### config.mk
export PLATFORM = sky130hd
export DESIGN_NAME = heater_supervisor_with_pid_top_flat
export DESIGN_NICKNAME = d
export VERILOG_FILES = /design/src/sv/hsup_pkg.sv /design/src/sv/hsup_if.sv /design/src/sv/hsup_cfg.sv /design/src/sv/hsup_pid.sv /design/src/sv/hsup_ctrl.sv /design/src/sv/heater_supervisor_with_pid_top.sv /design/src/flat_wrapper.sv
export SDC_FILE = /design/constraint.sdc
export NUM_CORES = 2
export LEC_CHECK = 0
export BUFFER_PORTS_ARGS = -buffer_cell sky130_fd_sc_hd__buf_2
export CORE_ASPECT_RATIO = 1.5
export CORE_MARGIN = 5
export CORE_UTILIZATION = 60
export DETAILED_ROUTE_END_ITERATION = 16
export PLACE_DENSITY_LB_ADDON = 0.2
export SYNTH_ARGS = -nofsm -noshare
export SYNTH_HDL_FRONTEND = slang
export SYNTH_SLANG_ARGS = --single-unit
### constraint.sdc
create_clock -name clk_i -period 13 [get_ports clk_i]
set_input_delay 2.6 -clock clk_i [delete_from_list [all_inputs] [get_ports clk_i]]
set_output_delay 2.6 -clock clk_i [all_outputs]
set_load 0.02 [all_outputs]
### src/sv/hsup_pkg.sv
// ----------------------------------------------------------------------------
// hsup_pkg
// Shared types and codes for the heater supervisor: modes, faults, operation
// and register codes, the configuration bundle, the PID result bundle and the status bundle.
// ----------------------------------------------------------------------------
package hsup_pkg;

  localparam int unsigned TEMP_W  = 16;
  localparam int unsigned GAIN_W  = 16;
  localparam int unsigned TICK_W  = 16;
  localparam int unsigned DUTY_W  = 15;
  localparam int unsigned ERR_W   = 17;
  localparam int unsigned INTEG_W = 32;
  localparam int unsigned CNT_W   = 8;
  localparam int unsigned CFG_IDX_W  = 3;
  localparam int unsigned CFG_DATA_W = 16;

  typedef enum logic [1:0] {
    MODE_OFF       = 2'd0,
    MODE_HEATING   = 2'd1,
    MODE_REGULATED = 2'd2,
    MODE_SHUTDOWN  = 2'd3
  } mode_e;

  typedef enum logic [1:0] {
    FAULT_NONE       = 2'd0,
    FAULT_OVERHEAT   = 2'd1,
    FAULT_AMBIENT    = 2'd2,
    FAULT_REGULATION = 2'd3
  } fault_e;

  typedef enum logic [1:0] {
    OP_TICK = 2'd0,
    OP_ON   = 2'd1,
    OP_OFF  = 2'd2
  } op_e;

  typedef enum logic [CFG_IDX_W-1:0] {
    REG_TARGET     = 3'd0,
    REG_GAIN_P     = 3'd1,
    REG_GAIN_I     = 3'd2,
    REG_GAIN_D     = 3'd3,
    REG_OVERHEAT   = 3'd4,
    REG_AMBIENT    = 3'd5,
    REG_AMBIENT_TO = 3'd6,
    REG_REGUL_TO   = 3'd7
  } cfg_idx_e;

  typedef struct packed {
    logic signed [TEMP_W-1:0] target;
    logic [GAIN_W-1:0]        kp;
    logic [GAIN_W-1:0]        ki;
    logic [GAIN_W-1:0]        kd;
    logic signed [TEMP_W-1:0] overheat;
    logic signed [TEMP_W-1:0] ambient;
    logic [TICK_W-1:0]        ambient_to;
    logic [TICK_W-1:0]        regul_to;
  } cfg_t;

  typedef struct packed {
    logic signed [ERR_W-1:0]   err;
    logic signed [INTEG_W-1:0] integ;
    logic [DUTY_W-1:0]         duty;
  } pid_res_t;

  typedef struct packed {
    logic [DUTY_W-1:0] duty;
    mode_e             mode;
    fault_e            fault;
    logic              led;
  } result_t;

endpackage

### src/sv/hsup_if.sv
// ----------------------------------------------------------------------------
// hsup_in_if / hsup_out_if
// Valid/ready channels for event beats in and status beats out.
// ----------------------------------------------------------------------------
interface hsup_in_if;
  logic        valid;
  logic        ready;
  logic [1:0]  op;
  logic signed [hsup_pkg::TEMP_W-1:0] sample_temperature;
  logic        sample_valid;

  modport source (output valid, op, sample_temperature, sample_valid, input ready);
  modport sink   (input valid, op, sample_temperature, sample_valid, output ready);
endinterface

interface hsup_out_if;
  logic        valid;
  logic        ready;
  logic [hsup_pkg::DUTY_W-1:0] duty_level;
  logic [1:0]  heater_mode;
  logic [1:0]  fault_code;
  logic        indicator_led;

  modport source (output valid, duty_level, heater_mode, fault_code, indicator_led,
                  input ready);
  modport sink   (input valid, duty_level, heater_mode, fault_code, indicator_led,
                  output ready);
endinterface

### src/sv/hsup_cfg.sv
// ----------------------------------------------------------------------------
// hsup_cfg
// Configuration register file: setpoint, gains, limits and timeouts.
// ----------------------------------------------------------------------------
module hsup_cfg (
  input  logic                                clk_i,
  input  logic                                rst_ni,
  input  logic                                cfg_we_i,
  input  logic [hsup_pkg::CFG_IDX_W-1:0]      cfg_idx_i,
  input  logic [hsup_pkg::CFG_DATA_W-1:0]     cfg_data_i,
  output hsup_pkg::cfg_t                      cfg_o
);

  hsup_pkg::cfg_t cfg_q, cfg_d;

  always_comb begin
    cfg_d = cfg_q;
    if (cfg_we_i) begin
      unique case (hsup_pkg::cfg_idx_e'(cfg_idx_i))
        hsup_pkg::REG_TARGET:     cfg_d.target     = $signed(cfg_data_i);
        hsup_pkg::REG_GAIN_P:     cfg_d.kp         = cfg_data_i;
        hsup_pkg::REG_GAIN_I:     cfg_d.ki         = cfg_data_i;
        hsup_pkg::REG_GAIN_D:     cfg_d.kd         = cfg_data_i;
        hsup_pkg::REG_OVERHEAT:   cfg_d.overheat   = $signed(cfg_data_i);
        hsup_pkg::REG_AMBIENT:    cfg_d.ambient    = $signed(cfg_data_i);
        hsup_pkg::REG_AMBIENT_TO: cfg_d.ambient_to = cfg_data_i;
        hsup_pkg::REG_REGUL_TO:   cfg_d.regul_to   = cfg_data_i;
        default:                  cfg_d = cfg_q;
      endcase
    end
  end

  always_ff @(posedge clk_i or negedge rst_ni) begin
    if (!rst_ni) begin
      cfg_q.target     <= 16'sd1600;
      cfg_q.kp         <= 16'd256;
      cfg_q.ki         <= 16'd0;
      cfg_q.kd         <= 16'd0;
      cfg_q.overheat   <= 16'sd4800;
      cfg_q.ambient    <= 16'sd640;
      cfg_q.ambient_to <= 16'd300;
      cfg_q.regul_to   <= 16'd3000;
    end else begin
      cfg_q <= cfg_d;
    end
  end

  assign cfg_o = cfg_q;

endmodule

### src/sv/hsup_pid.sv
// ----------------------------------------------------------------------------
// hsup_pid
// Q8.8 PID step: error, conditional saturating integral, three products,
// sum and clamp to the duty range.
// ----------------------------------------------------------------------------
module hsup_pid #(
  parameter int DUTY_MAX           = 25600,
  parameter int DUTY_MIN           = 0,
  parameter int INTEGRATE_DEADBAND = 16,
  parameter int WINDUP_MARGIN      = 1
) (
  input  hsup_pkg::cfg_t                                 cfg_i,
  input  logic signed [hsup_pkg::TEMP_W-1:0]             temp_i,
  input  logic signed [hsup_pkg::INTEG_W-1:0]            integ_i,
  input  logic signed [hsup_pkg::ERR_W-1:0]              prev_err_i,
  input  logic [hsup_pkg::DUTY_W-1:0]                    last_duty_i,
  output hsup_pkg::pid_res_t                             res_o
);

  localparam int unsigned ERR_W   = hsup_pkg::ERR_W;
  localparam int unsigned INTEG_W = hsup_pkg::INTEG_W;
  localparam int unsigned DUTY_W  = hsup_pkg::DUTY_W;
  localparam int unsigned P_W     = ERR_W + 17;
  localparam int unsigned I_W     = INTEG_W + 17;
  localparam int unsigned D_W     = ERR_W + 18;
  localparam int unsigned SUM_W   = I_W + 2;

  localparam logic signed [ERR_W-1:0] DEADBAND   = ERR_W'(INTEGRATE_DEADBAND);
  localparam logic [DUTY_W-1:0]       WINDUP_LVL = DUTY_W'(DUTY_MAX - WINDUP_MARGIN);
  localparam logic signed [SUM_W-1:0] SUM_HI     = SUM_W'((DUTY_MAX + 1) * 256);
  localparam logic signed [SUM_W-1:0] SUM_LO     = SUM_W'(DUTY_MIN * 256);

  logic signed [ERR_W-1:0]   err;
  logic signed [ERR_W:0]     deriv;
  logic signed [INTEG_W:0]   integ_ext;
  logic signed [INTEG_W-1:0] integ_new;
  logic                      integrate;
  logic signed [P_W-1:0]     p_term;
  logic signed [I_W-1:0]     i_term;
  logic signed [D_W-1:0]     d_term;
  logic signed [SUM_W-1:0]   sum;
  logic [DUTY_W-1:0]         duty;

  assign err   = $signed({cfg_i.target[15], cfg_i.target}) - $signed({temp_i[15], temp_i});
  assign deriv = $signed({err[ERR_W-1], err}) - $signed({prev_err_i[ERR_W-1], prev_err_i});

  // integrate outside the deadband, or when pinned at the top to pull back
  assign integrate = (err > DEADBAND) || (err < -DEADBAND) || (last_duty_i >= WINDUP_LVL);

  assign integ_ext = $signed({integ_i[INTEG_W-1], integ_i})
                   + $signed({{(INTEG_W+1-ERR_W){err[ERR_W-1]}}, err});

  always_comb begin
    integ_new = integ_i;
    if (integrate) begin
      if (integ_ext[INTEG_W] != integ_ext[INTEG_W-1]) begin
        integ_new = integ_ext[INTEG_W] ? {1'b1, {(INTEG_W-1){1'b0}}}
                                       : {1'b0, {(INTEG_W-1){1'b1}}};
      end else begin
        integ_new = integ_ext[INTEG_W-1:0];
      end
    end
  end

  assign p_term = $signed({1'b0, cfg_i.kp}) * err;
  assign i_term = $signed({1'b0, cfg_i.ki}) * integ_new;
  assign d_term = $signed({1'b0, cfg_i.kd}) * deriv;

  assign sum = SUM_W'(p_term) + SUM_W'(i_term) + SUM_W'(d_term);

  always_comb begin
    if (sum >= SUM_HI) begin
      duty = DUTY_W'(DUTY_MAX);
    end else if (sum < SUM_LO) begin
      duty = DUTY_W'(DUTY_MIN);
    end else begin
      duty = sum[DUTY_W+7:8];
    end
  end

  assign res_o.err   = err;
  assign res_o.integ = integ_new;
  assign res_o.duty  = duty;

endmodule

### src/sv/hsup_ctrl.sv
// ----------------------------------------------------------------------------
// hsup_ctrl
// Supervisor state: mode, fault, PID history, heating timer, settle countdown
// and LED. Applies one event per enabled cycle and reports the new status.
// ----------------------------------------------------------------------------
module hsup_ctrl #(
  parameter int DUTY_MAX           = 25600,
  parameter int DUTY_MIN           = 0,
  parameter int SETTLE_TICKS       = 10,
  parameter int INTEGRATE_DEADBAND = 16,
  parameter int WINDUP_MARGIN      = 1
) (
  input  logic                                 clk_i,
  input  logic                                 rst_ni,
  input  logic                                 step_i,
  input  logic [1:0]                           op_i,
  input  logic signed [hsup_pkg::TEMP_W-1:0]   temp_i,
  input  logic                                 sample_valid_i,
  input  hsup_pkg::cfg_t                       cfg_i,
  output hsup_pkg::result_t                    res_o
);

  localparam int unsigned CNT_W  = hsup_pkg::CNT_W;
  localparam int unsigned TICK_W = hsup_pkg::TICK_W;

  hsup_pkg::mode_e                         mode_q, mode_d;
  hsup_pkg::fault_e                        fault_q, fault_d;
  logic signed [hsup_pkg::INTEG_W-1:0]     integ_q, integ_d;
  logic signed [hsup_pkg::ERR_W-1:0]       prev_err_q, prev_err_d;
  logic [hsup_pkg::DUTY_W-1:0]             last_duty_q, last_duty_d;
  logic [TICK_W-1:0]                       ticks_q, ticks_d;
  logic [CNT_W-1:0]                        settle_q, settle_d;
  logic                                    led_q, led_d;

  hsup_pkg::pid_res_t pid;
  logic               active;
  logic [TICK_W-1:0]  ticks_inc;

  hsup_pid #(
    .DUTY_MAX           (DUTY_MAX),
    .DUTY_MIN           (DUTY_MIN),
    .INTEGRATE_DEADBAND (INTEGRATE_DEADBAND),
    .WINDUP_MARGIN      (WINDUP_MARGIN)
  ) u_pid (
    .cfg_i       (cfg_i),
    .temp_i      (temp_i),
    .integ_i     (integ_q),
    .prev_err_i  (prev_err_q),
    .last_duty_i (last_duty_q),
    .res_o       (pid)
  );

  assign active    = (mode_q == hsup_pkg::MODE_HEATING) || (mode_q == hsup_pkg::MODE_REGULATED);
  assign ticks_inc = (ticks_q == '1) ? ticks_q : ticks_q + 1'b1;

  always_comb begin
    mode_d      = mode_q;
    fault_d     = fault_q;
    integ_d     = integ_q;
    prev_err_d  = prev_err_q;
    last_duty_d = last_duty_q;
    ticks_d     = ticks_q;
    settle_d    = settle_q;
    led_d       = led_q;
    case (op_i)
      hsup_pkg::OP_TICK: begin
        if (active && sample_valid_i) begin
          if (temp_i > cfg_i.overheat) begin
            mode_d      = hsup_pkg::MODE_SHUTDOWN;
            fault_d     = hsup_pkg::FAULT_OVERHEAT;
            led_d       = 1'b0;
            last_duty_d = '0;
          end else begin
            integ_d     = pid.integ;
            prev_err_d  = pid.err;
            last_duty_d = pid.duty;
            if (mode_q == hsup_pkg::MODE_HEATING) begin
              ticks_d = ticks_inc;
            end
            if (mode_q == hsup_pkg::MODE_HEATING && temp_i < cfg_i.ambient
                && ticks_inc > cfg_i.ambient_to) begin
              mode_d      = hsup_pkg::MODE_SHUTDOWN;
              fault_d     = hsup_pkg::FAULT_AMBIENT;
              led_d       = 1'b0;
              last_duty_d = '0;
            end else if (mode_q == hsup_pkg::MODE_HEATING && temp_i < cfg_i.target
                         && ticks_inc > cfg_i.regul_to) begin
              mode_d      = hsup_pkg::MODE_SHUTDOWN;
              fault_d     = hsup_pkg::FAULT_REGULATION;
              led_d       = 1'b0;
              last_duty_d = '0;
            end else begin
              // run the settle countdown, then blink or hold the LED
              if (settle_q != '0) begin
                settle_d = settle_q - 1'b1;
                if (settle_q == CNT_W'(1)) begin
                  mode_d = hsup_pkg::MODE_REGULATED;
                end
              end
              led_d = (mode_d == hsup_pkg::MODE_REGULATED) ? 1'b1 : ~led_q;
            end
          end
        end
      end
      hsup_pkg::OP_ON: begin
        if (!active) begin
          integ_d     = '0;
          prev_err_d  = '0;
          last_duty_d = '0;
          ticks_d     = '0;
          settle_d    = CNT_W'(SETTLE_TICKS);
          fault_d     = hsup_pkg::FAULT_NONE;
          mode_d      = hsup_pkg::MODE_HEATING;
        end
      end
      hsup_pkg::OP_OFF: begin
        mode_d      = hsup_pkg::MODE_OFF;
        fault_d     = hsup_pkg::FAULT_NONE;
        led_d       = 1'b0;
        last_duty_d = '0;
      end
      default: begin
        mode_d = mode_q;
      end
    endcase
  end

  always_ff @(posedge clk_i or negedge rst_ni) begin
    if (!rst_ni) begin
      mode_q      <= hsup_pkg::MODE_OFF;
      fault_q     <= hsup_pkg::FAULT_NONE;
      integ_q     <= '0;
      prev_err_q  <= '0;
      last_duty_q <= '0;
      ticks_q     <= '0;
      settle_q    <= '0;
      led_q       <= 1'b0;
    end else if (step_i) begin
      mode_q      <= mode_d;
      fault_q     <= fault_d;
      integ_q     <= integ_d;
      prev_err_q  <= prev_err_d;
      last_duty_q <= last_duty_d;
      ticks_q     <= ticks_d;
      settle_q    <= settle_d;
      led_q       <= led_d;
    end
  end

  always_comb begin
    res_o.mode  = mode_d;
    res_o.fault = fault_d;
    res_o.led   = led_d;
    res_o.duty  = ((mode_d == hsup_pkg::MODE_HEATING) || (mode_d == hsup_pkg::MODE_REGULATED))
                  ? last_duty_d : '0;
  end

endmodule

### src/sv/heater_supervisor_with_pid_top.sv
// Flow: a taken event beat is held in the input register; the PID and supervisor
// update is combinational from there into the result register. Throughput: one
// event per cycle unless the status receiver stalls.
// Reset: mode off, no fault, PID history, timers and LED cleared; configuration
// registers load their default setpoint, gains, limits and timeouts.
// ----------------------------------------------------------------------------
// heater_supervisor_with_pid_top
// Heater supervisor with fixed-point PID: input register, supervisor step,
// result register, plus the configuration register file.
// ----------------------------------------------------------------------------
module heater_supervisor_with_pid_top #(
  parameter int DUTY_MAX           = 25600,
  parameter int DUTY_MIN           = 0,
  parameter int SETTLE_TICKS       = 10,
  parameter int INTEGRATE_DEADBAND = 16,
  parameter int WINDUP_MARGIN      = 1
) (
  input  logic                             clk_i,
  input  logic                             rst_ni,
  input  logic                             cfg_we_i,
  input  logic [hsup_pkg::CFG_IDX_W-1:0]   cfg_idx_i,
  input  logic [hsup_pkg::CFG_DATA_W-1:0]  cfg_data_i,
  hsup_in_if.sink                          in_if,
  hsup_out_if.source                       out_if
);

  hsup_pkg::cfg_t    cfg;
  hsup_pkg::result_t res;

  logic                                s1_valid_q, s1_valid_d;
  logic [1:0]                          op_q;
  logic signed [hsup_pkg::TEMP_W-1:0]  temp_q;
  logic                                svalid_q;
  logic                                out_valid_q, out_valid_d;
  hsup_pkg::result_t                   out_q;
  logic                                advance;
  logic                                in_take;

  hsup_cfg u_cfg (
    .clk_i      (clk_i),
    .rst_ni     (rst_ni),
    .cfg_we_i   (cfg_we_i),
    .cfg_idx_i  (cfg_idx_i),
    .cfg_data_i (cfg_data_i),
    .cfg_o      (cfg)
  );

  hsup_ctrl #(
    .DUTY_MAX           (DUTY_MAX),
    .DUTY_MIN           (DUTY_MIN),
    .SETTLE_TICKS       (SETTLE_TICKS),
    .INTEGRATE_DEADBAND (INTEGRATE_DEADBAND),
    .WINDUP_MARGIN      (WINDUP_MARGIN)
  ) u_ctrl (
    .clk_i          (clk_i),
    .rst_ni         (rst_ni),
    .step_i         (advance),
    .op_i           (op_q),
    .temp_i         (temp_q),
    .sample_valid_i (svalid_q),
    .cfg_i          (cfg),
    .res_o          (res)
  );

  // advance the held beat whenever the result slot is free or draining
  assign advance     = s1_valid_q && (!out_valid_q || out_if.ready);
  assign in_if.ready = !s1_valid_q || advance;
  assign in_take     = in_if.valid && in_if.ready;

  always_comb begin
    s1_valid_d = s1_valid_q;
    if (in_take) begin
      s1_valid_d = 1'b1;
    end else if (advance) begin
      s1_valid_d = 1'b0;
    end
    out_valid_d = out_valid_q;
    if (advance) begin
      out_valid_d = 1'b1;
    end else if (out_if.ready) begin
      out_valid_d = 1'b0;
    end
  end

  always_ff @(posedge clk_i or negedge rst_ni) begin
    if (!rst_ni) begin
      s1_valid_q  <= 1'b0;
      out_valid_q <= 1'b0;
    end else begin
      s1_valid_q  <= s1_valid_d;
      out_valid_q <= out_valid_d;
    end
  end

  always_ff @(posedge clk_i) begin
    if (in_take) begin
      op_q     <= in_if.op;
      temp_q   <= in_if.sample_temperature;
      svalid_q <= in_if.sample_valid;
    end
    if (advance) begin
      out_q <= res;
    end
  end

  assign out_if.valid         = out_valid_q;
  assign out_if.duty_level    = out_q.duty;
  assign out_if.heater_mode   = out_q.mode;
  assign out_if.fault_code    = out_q.fault;
  assign out_if.indicator_led = out_q.led;

endmodule

### src/flat_wrapper.sv
// flat-port wrapper written by rule: the top's interface ports become plain ports
module heater_supervisor_with_pid_top_flat 
#(
  parameter int DUTY_MAX           = 25600,
  parameter int DUTY_MIN           = 0,
  parameter int SETTLE_TICKS       = 10,
  parameter int INTEGRATE_DEADBAND = 16,
  parameter int WINDUP_MARGIN      = 1
)
  (clk_i, rst_ni, cfg_we_i, cfg_idx_i, cfg_data_i, in_if_valid, in_if_op, in_if_sample_temperature, in_if_sample_valid, in_if_ready, out_if_valid, out_if_duty_level, out_if_heater_mode, out_if_fault_code, out_if_indicator_led, out_if_ready);
  hsup_in_if in_if_i ();
  hsup_out_if out_if_i ();
  input  logic clk_i;
  input  logic rst_ni;
  input  logic cfg_we_i;
  input  logic [hsup_pkg::CFG_IDX_W-1:0] cfg_idx_i;
  input  logic [hsup_pkg::CFG_DATA_W-1:0] cfg_data_i;
  input wire logic [$bits(in_if_i.valid)-1:0] in_if_valid;
  input wire logic [$bits(in_if_i.op)-1:0] in_if_op;
  input wire logic [$bits(in_if_i.sample_temperature)-1:0] in_if_sample_temperature;
  input wire logic [$bits(in_if_i.sample_valid)-1:0] in_if_sample_valid;
  output wire logic [$bits(in_if_i.ready)-1:0] in_if_ready;
  output wire logic [$bits(out_if_i.valid)-1:0] out_if_valid;
  output wire logic [$bits(out_if_i.duty_level)-1:0] out_if_duty_level;
  output wire logic [$bits(out_if_i.heater_mode)-1:0] out_if_heater_mode;
  output wire logic [$bits(out_if_i.fault_code)-1:0] out_if_fault_code;
  output wire logic [$bits(out_if_i.indicator_led)-1:0] out_if_indicator_led;
  input wire logic [$bits(out_if_i.ready)-1:0] out_if_ready;
  assign in_if_i.valid = in_if_valid;
  assign in_if_i.op = in_if_op;
  assign in_if_i.sample_temperature = in_if_sample_temperature;
  assign in_if_i.sample_valid = in_if_sample_valid;
  assign in_if_ready = in_if_i.ready;
  assign out_if_valid = out_if_i.valid;
  assign out_if_duty_level = out_if_i.duty_level;
  assign out_if_heater_mode = out_if_i.heater_mode;
  assign out_if_fault_code = out_if_i.fault_code;
  assign out_if_indicator_led = out_if_i.indicator_led;
  assign out_if_i.ready = out_if_ready;
  heater_supervisor_with_pid_top #(.DUTY_MAX(DUTY_MAX), .DUTY_MIN(DUTY_MIN), .SETTLE_TICKS(SETTLE_TICKS), .INTEGRATE_DEADBAND(INTEGRATE_DEADBAND), .WINDUP_MARGIN(WINDUP_MARGIN)) u_core (.clk_i(clk_i), .rst_ni(rst_ni), .cfg_we_i(cfg_we_i), .cfg_idx_i(cfg_idx_i), .cfg_data_i(cfg_data_i), .in_if(in_if_i), .out_if(out_if_i));
endmodule
Word level (Yosys, flattened, before mapping)
Cells that the tools add are included.
Widths: inputs -> output; s select.

storage, ports and cells
  bits of input ports = 43
  register bits = 262
  latch bits = 0
  bits in read-only memories = 0
  memories kept = 0
  RAM bits = 0
  word-level logic and storage cells = 163

operators by class
  multiplexer cells = 61
  bitwise logic cells = 1
  reductions and logical operators = 32
  shift operators = 0
  equality and inequality tests = 24
  $add $sub $neg = 7
  magnitude comparators = 10
  $mul = 3
  divide/modulo/power cells = 0

operators by type and width
  operator              count
  $mux 32               6
  $mux 15               7
  $mux 16               5
  $pmux 32 s2           1
  $add 50x35->51        1
  $ge 51x24->1 const B  1
  $lt 51x1->1 const B   1
  $mux 17               3
  $add 34x49->50        1
  $mul 17x32->49        1
  $gt 16x16->1          3
  $mux 8                6
  $pmux 15 s3           1
  $mul 17x18->35        1
  $mul 17x17->34        1
  $mux 2                17
  $pmux 17 s2           1
  $add 32x17->33        1
  $lt 16x16->1          2
  $pmux 16 s2           1
  $sub 17x17->18        1
  $gt 17x6->1 const B   1
  $lt 17x5->1 const B   1
  $sub 16x16->17        1
  other kinds (28)      73

Longest topological paths before layout
  word-level depth = 16
  depth in mapped cells = 59

Cells and area by module
Synthesis repeated with hierarchy kept, for this count alone.

second synthesis, totals
  cells, all modules = 6,116
  area total of the unflattened synthesis = 59,195.5 µm²

by module, submodules not included
  module                          times used  cells an instance  area an instance (µm²)
  hsup_pid                        1           5,069              46,457.1
  hsup_ctrl                       1           721                6,522.5
  hsup_cfg                        1           279                4,941.0
  heater_supervisor_with_pid_top  1           47                 1,275.0

Worst setup path before layout
Ideal clock, no wire load.

  path type = reg-to-reg
  start point = register u_core.temp_q[0] (netlist name)
  end point = register u_core.out_q, in the netlist u_core.out_if.duty_level[11], data pin
  setup slack = -0.252 ns
  stages on the path, launching flop included = 53
  buffers on the path = 9
  arrival time = 13.121 ns
  cell sequence = edfxtp_1 > ha_1 > fa_1 > nor2b_1 > o21a_1 > o21ai_2 > a211oi_1 > o2111ai_1 > nand3_1 > clkbuf_1 > clkbuf_1 > inv_1 > ha_1 > clkbuf_1 > a21o_1 > a21o_1 > a21oi_1 > nand2b_1 > [17 not listed] > inv_1 > fa_1 > inv_1 > ha_1 > clkbuf_2 > nand3_1 > nor2_1 > nand3_1 > a31oi_2 > nor2_1 > or4_1 > a311o_1 > a2111o_1 > and4bb_1 > and2_1 > buf_4 > buf_6 > a22o_1

between the ends
  longest elaborated chain between the ends = 16
  elaborated cells on any way between the ends = 40
  classes of those cells = 5 x add/sub; 3 x mul; 7 x order compare; 3 x eq/ne; 15 x mux; 7 x reduce/logical

RTL lines
  item                                          RTL line                               RTL
  start: declaration                            heater_supervisor_with_pid_top.sv:32   logic signed [hsup_pkg::TEMP_W-1:0] temp_q;
  start signal: assignment                      heater_supervisor_with_pid_top.sv:98   temp_q <= in_if.sample_temperature;
  $sub 16x16->17                                hsup_pid.sv:44                         assign err = $signed({cfg_i.target[15], cfg_i.target}) - $signed({temp_i[15], temp_i});
  $add 32x17->33, or another cell as far along  hsup_pid.sv:51                         + $signed({{(INTEG_W+1-ERR_W){err[ERR_W-1]}}, err});
  $mux 32, or another cell as far along         hsup_pid.sv:57                         integ_new = integ_ext[INTEG_W] ? {1'b1, {(INTEG_W-1){1'b0}}}
  $mux 32 or $logic_or 1x1->1 (tied branches)   hsup_pid.sv:56, hsup_pid.sv:48
  $mux 32                                       hsup_pid.sv:55                         if (integrate) begin
  $mul 17x32->49                                hsup_pid.sv:66                         assign i_term = $signed({1'b0, cfg_i.ki}) * integ_new;
  $add 34x49->50                                hsup_pid.sv:69                         assign sum = SUM_W'(p_term) + SUM_W'(i_term) + SUM_W'(d_term);
  $add 50x35->51                                hsup_pid.sv:69
  $lt 51x1->1                                   hsup_pid.sv:74                         end else if (sum < SUM_LO) begin
  $mux 15                                       hsup_pid.sv:74
  $mux 15                                       hsup_pid.sv:72                         if (sum >= SUM_HI) begin
  $mux 15                                       hsup_ctrl.sv:86                        end else if (mode_q == hsup_pkg::MODE_HEATING && temp_i < cfg_i.target
  $mux 15                                       hsup_ctrl.sv:80                        if (mode_q == hsup_pkg::MODE_HEATING && temp_i < cfg_i.ambient
  $mux 15                                       hsup_ctrl.sv:68                        if (temp_i > cfg_i.overheat) begin
  $mux 15                                       hsup_ctrl.sv:67                        if (active && sample_valid_i) begin
  $pmux 15 s3                                   hsup_ctrl.sv:65                        case (op_i)
  end signal: assignment                        heater_supervisor_with_pid_top.sv:102  out_q <= res;
  end: declaration                              heater_supervisor_with_pid_top.sv:35   hsup_pkg::result_t out_q;

Parallel ways exist; a longest one is shown, timed or not.
A chain may end at the register's enable or synchronous reset.

Worst setup path after layout
  start point = register u_core.temp_q[1] (netlist name)
  end point = register u_core.out_q, in the netlist u_core.out_if.duty_level[10], data pin

The elaborated chain is that of the path after synthesis.

==> out/metrics.cfg <==
[worst_setup_path]
critPathMaxStageDelay_ns=0.59
endpoint_kind=register
cp.required_ns=13.38
crit_fanout=12
worstSetupStartpointType=register
slowest_stage=fa_1
worstPathArrival_ns=13.40
crit_top_cell=fa_1
worstSetupPathType=register to register

[clocking]
cts_htree_levels=1
ctsHoldBuffers=0
cts_tree=built
numCtsBuffers=31
clock-sinks=262
clk_latency_ns=0.67
root_buffer=clkbuf_16
clkSlewWorstSetupHoldPaths_ns=0.06
cts_max_path_buffers=3

[run_status]
violations=negative setup slack
status=finished, violations left

[detailed_routing]
first_iter_violations=3618
wirelength_um=212000
drt-pass1-iter-count=6
route.vias.total=47900
route.detailed.drc=0
routedWlPerCell_um=26.9
final_antenna_net_count=0
vias_per_cell=6.08

[layout]
fin_cells=7874
areaGrowthSynthToFinish_pct=15.1
nets=8252
fin_util=0.694
drive_above_1_share=0.197

[grt]
grt_max_degree=150
antenna_found_initial=7
overflow=0
grt_pass1_vias=52800
grt_pass1_wl_um=321000
grt.total_usage=0.408

[placed_design]
port_buffers=64
hpwl_um=178000
place_ws_ns=-0.768
place_inst=7769
gp_congestion=1.04

[sta]
period_minus_slack_ns=13.02
tightest_slew_ns=1.27
setup_viol=2
maxClockFrequency_ghz=0.0768
setup_tns_ns=-0.0358
hold_viol=0
min_period_over_period=1.00
setup_slack_ns=-0.0216
report.final.slew_viol_count=0
rsz0062_at_grt=yes
skew_ns=0.0366
slew_headroom=0.156

[synthesis]
syn-instance-count=6086
ys_seq_area_frac=0.114
yosysWarnings=0
mappedNetlistNets=7784
syn_area_per_cell_um2=9.73
synth_edf_count=39
ys_ff_latch=262
netlist_area_um2=59200
synthArstFlopShare=0.851
ys.flop_type=dfrtp_1
yosysUniqueCellTypes=91

[die]
die_x_um=266
num_rows=141
fp.dieH_um=395
start_util=0.602
coreArea_um2=98300
num_io_pins=65
dieArea_um2=105000

[job]
drv_cap=0

[worst_hold_path]
hold_class=register to register

path summary, 6_finish.rpt:
check / end / cells past startpoint / slack (ns) / start
setup / recovery: u_core.out_if.duty_level[10] / 48 / -0.02 / u_core.temp_q[1]
hold / removal: u_core.u_ctrl.prev_err_q[16] / 2 / 0.49 / u_core.u_ctrl.prev_err_q[16]
setup reg to reg: u_core.out_if.duty_level[10] / 48 / -0.02 / u_core.temp_q[1]
hold reg to reg: u_core.u_ctrl.prev_err_q[16] / 2 / 0.49 / u_core.u_ctrl.prev_err_q[16]
max in group asynchronous: u_core.u_ctrl.integ_q[13] / 2 / 9.68 / rst_ni
min in group asynchronous: u_core.u_ctrl.mode_q[0] / 1 / 1.93 / rst_ni
layer usage:
| layer | GRT usage | vias to the layer above | wire (um) |
|---|---|---|---|
| met1 | 0.422 | 24200 | 67600 |
| met5 | 0 | - | 27 |
| met2 | 0.678 | 2293 | 102000 |
| li1 | - | 20400 | - |
| met3 | 0.0960 | 1019 | 15800 |
| met4 | 0.373 | 4 | 26600 |
placed cells by master (no fill, tap or decap), types with 25 or more instances in the layout:
cell	netlist	routed
nand4_1	37	37
a21oi_1	129	108
fa_1	1200	1160
nor2_1	144	134
o21ai_0	132	103
buf_12	0	54
a21o_1	47	47
fa_2	0	40
nand2b_1	41	35
edfxtp_1	39	39
xnor2_1	65	60
nand3_1	66	60
a22o_1	200	200
nor2b_1	120	101
nor3_1	47	38
o21a_1	26	26
o2bb2ai_1	88	87
a22oi_1	161	153
ha_1	455	427
inv_1	1246	1236
ha_4	0	27
nand2_1	547	545
dfrtp_1	202	202
buf_2	92	64
buf_4	4	666
mux2_2	118	116
and2_1	206	204
clkbuf_16	0	36
a2bb2oi_1	32	25
and3_1	39	32
metrics by stage:
| step | hold WS, ns | cell area (um^2) |
|---|---|---|
| after floorplan | 0.450 | 59200 |
| after detailed placement | 0.472 | 65500 |
| after global routing | 0.511 | 68100 |
| final | 0.486 | 68200 |
| after global placement | 0.464 | 65500 |
| after CTS | 0.486 | 67200 |
cell usage after synthesis (118+ instances only):
cell	n	share of area
clkbuf_1	203	0.013
a21oi_1	129	0.011
and2_1	206	0.022
o21ai_0	132	0.011
a22oi_1	161	0.020
dfrtp_1	202	0.085
a22o_1	200	0.030
fa_1	1200	0.41
ha_1	455	0.096
nand2_1	547	0.035
mux2_2	118	0.022
inv_1	1246	0.079
nor2b_1	120	0.013
nor2_1	144	0.0091
flip-flops by register name, summed over array words and instances, names as in the netlist:
register / cells
u_core.u_ctrl.integ_q: 32
u_core.out_if.duty_level: 15
u_core.u_ctrl.last_duty_q: 15
u_core.u_ctrl.mode_q: 2
u_core.svalid_q: 1
u_core.u_ctrl.ticks_q: 16
u_core.out_if.fault_code: 2
u_core.out_if.valid: 1
u_core.u_ctrl.led_q: 1
u_core.u_ctrl.fault_q: 2
u_core.out_if.indicator_led: 1
u_core.u_ctrl.prev_err_q: 17
u_core.temp_q: 16
u_core.op_q: 2
u_core.u_ctrl.settle_q: 8
u_core.s1_valid_q: 1
u_core.out_if.heater_mode: 2
u_core.u_cfg.cfg_o: 128
worst max-delay path: cells and delay by family (launching register included):
| kind | cells | cell delay, ns |
|---|---|---|
| mux | 3 | 0.80 |
| buf+inv | 12 | 1.74 |
| simple gates | 9 | 1.91 |
| flops | 1 | 0.41 |
| fa+ha+maj | 12 | 5.41 |
| compound gates | 12 | 2.40 |
logic make-up (layout without fill, tap and decap cells):
kind of cell | Yosys count | after routing | share of synthesized area
adders and majority gates | 1655 | 1655 | 0.502
AOI/OAI and AO/OA | 997 | 997 | 0.124
other | 0 | 8 | 0
DFF | 262 | 262 | 0.114
and+or+nand+nor | 1332 | 1332 | 0.111
muxes | 132 | 133 | 0.0257
xor gates and xnor gates | 90 | 90 | 0.0134
buffers and inverters | 1618 | 2110 | 0.109
area by class of cell:
| cell class | instances | area, um^2 |
|---|---|---|
| tap | 1287 | 1610 |
| sequential | 262 | 6780 |
| multi-input combinational | 4207 | 47300 |
| fill | 7808 | 30100 |
| clock inverter | 20 | 185 |
| timing repair buffer | 805 | 6700 |
| clock buffer | 38 | 853 |
| antenna | 8 | 20.0 |
| inverter | 1247 | 4700 |
what timing repair did:
| item | 4_1_cts | 5_1_grt |
|---|---|---|
| pin swaps | 42 | 69 |
| gates cloned | 1 | 7 |
| resized for setup | 122 | 170 |
| buffers inserted | 15 | 16 |
| endpoints found under the setup margin | 30 | 30 |
Power is not shown: default switching activity piles up to over one toggle a cycle in this logic, so the estimate is an artifact.
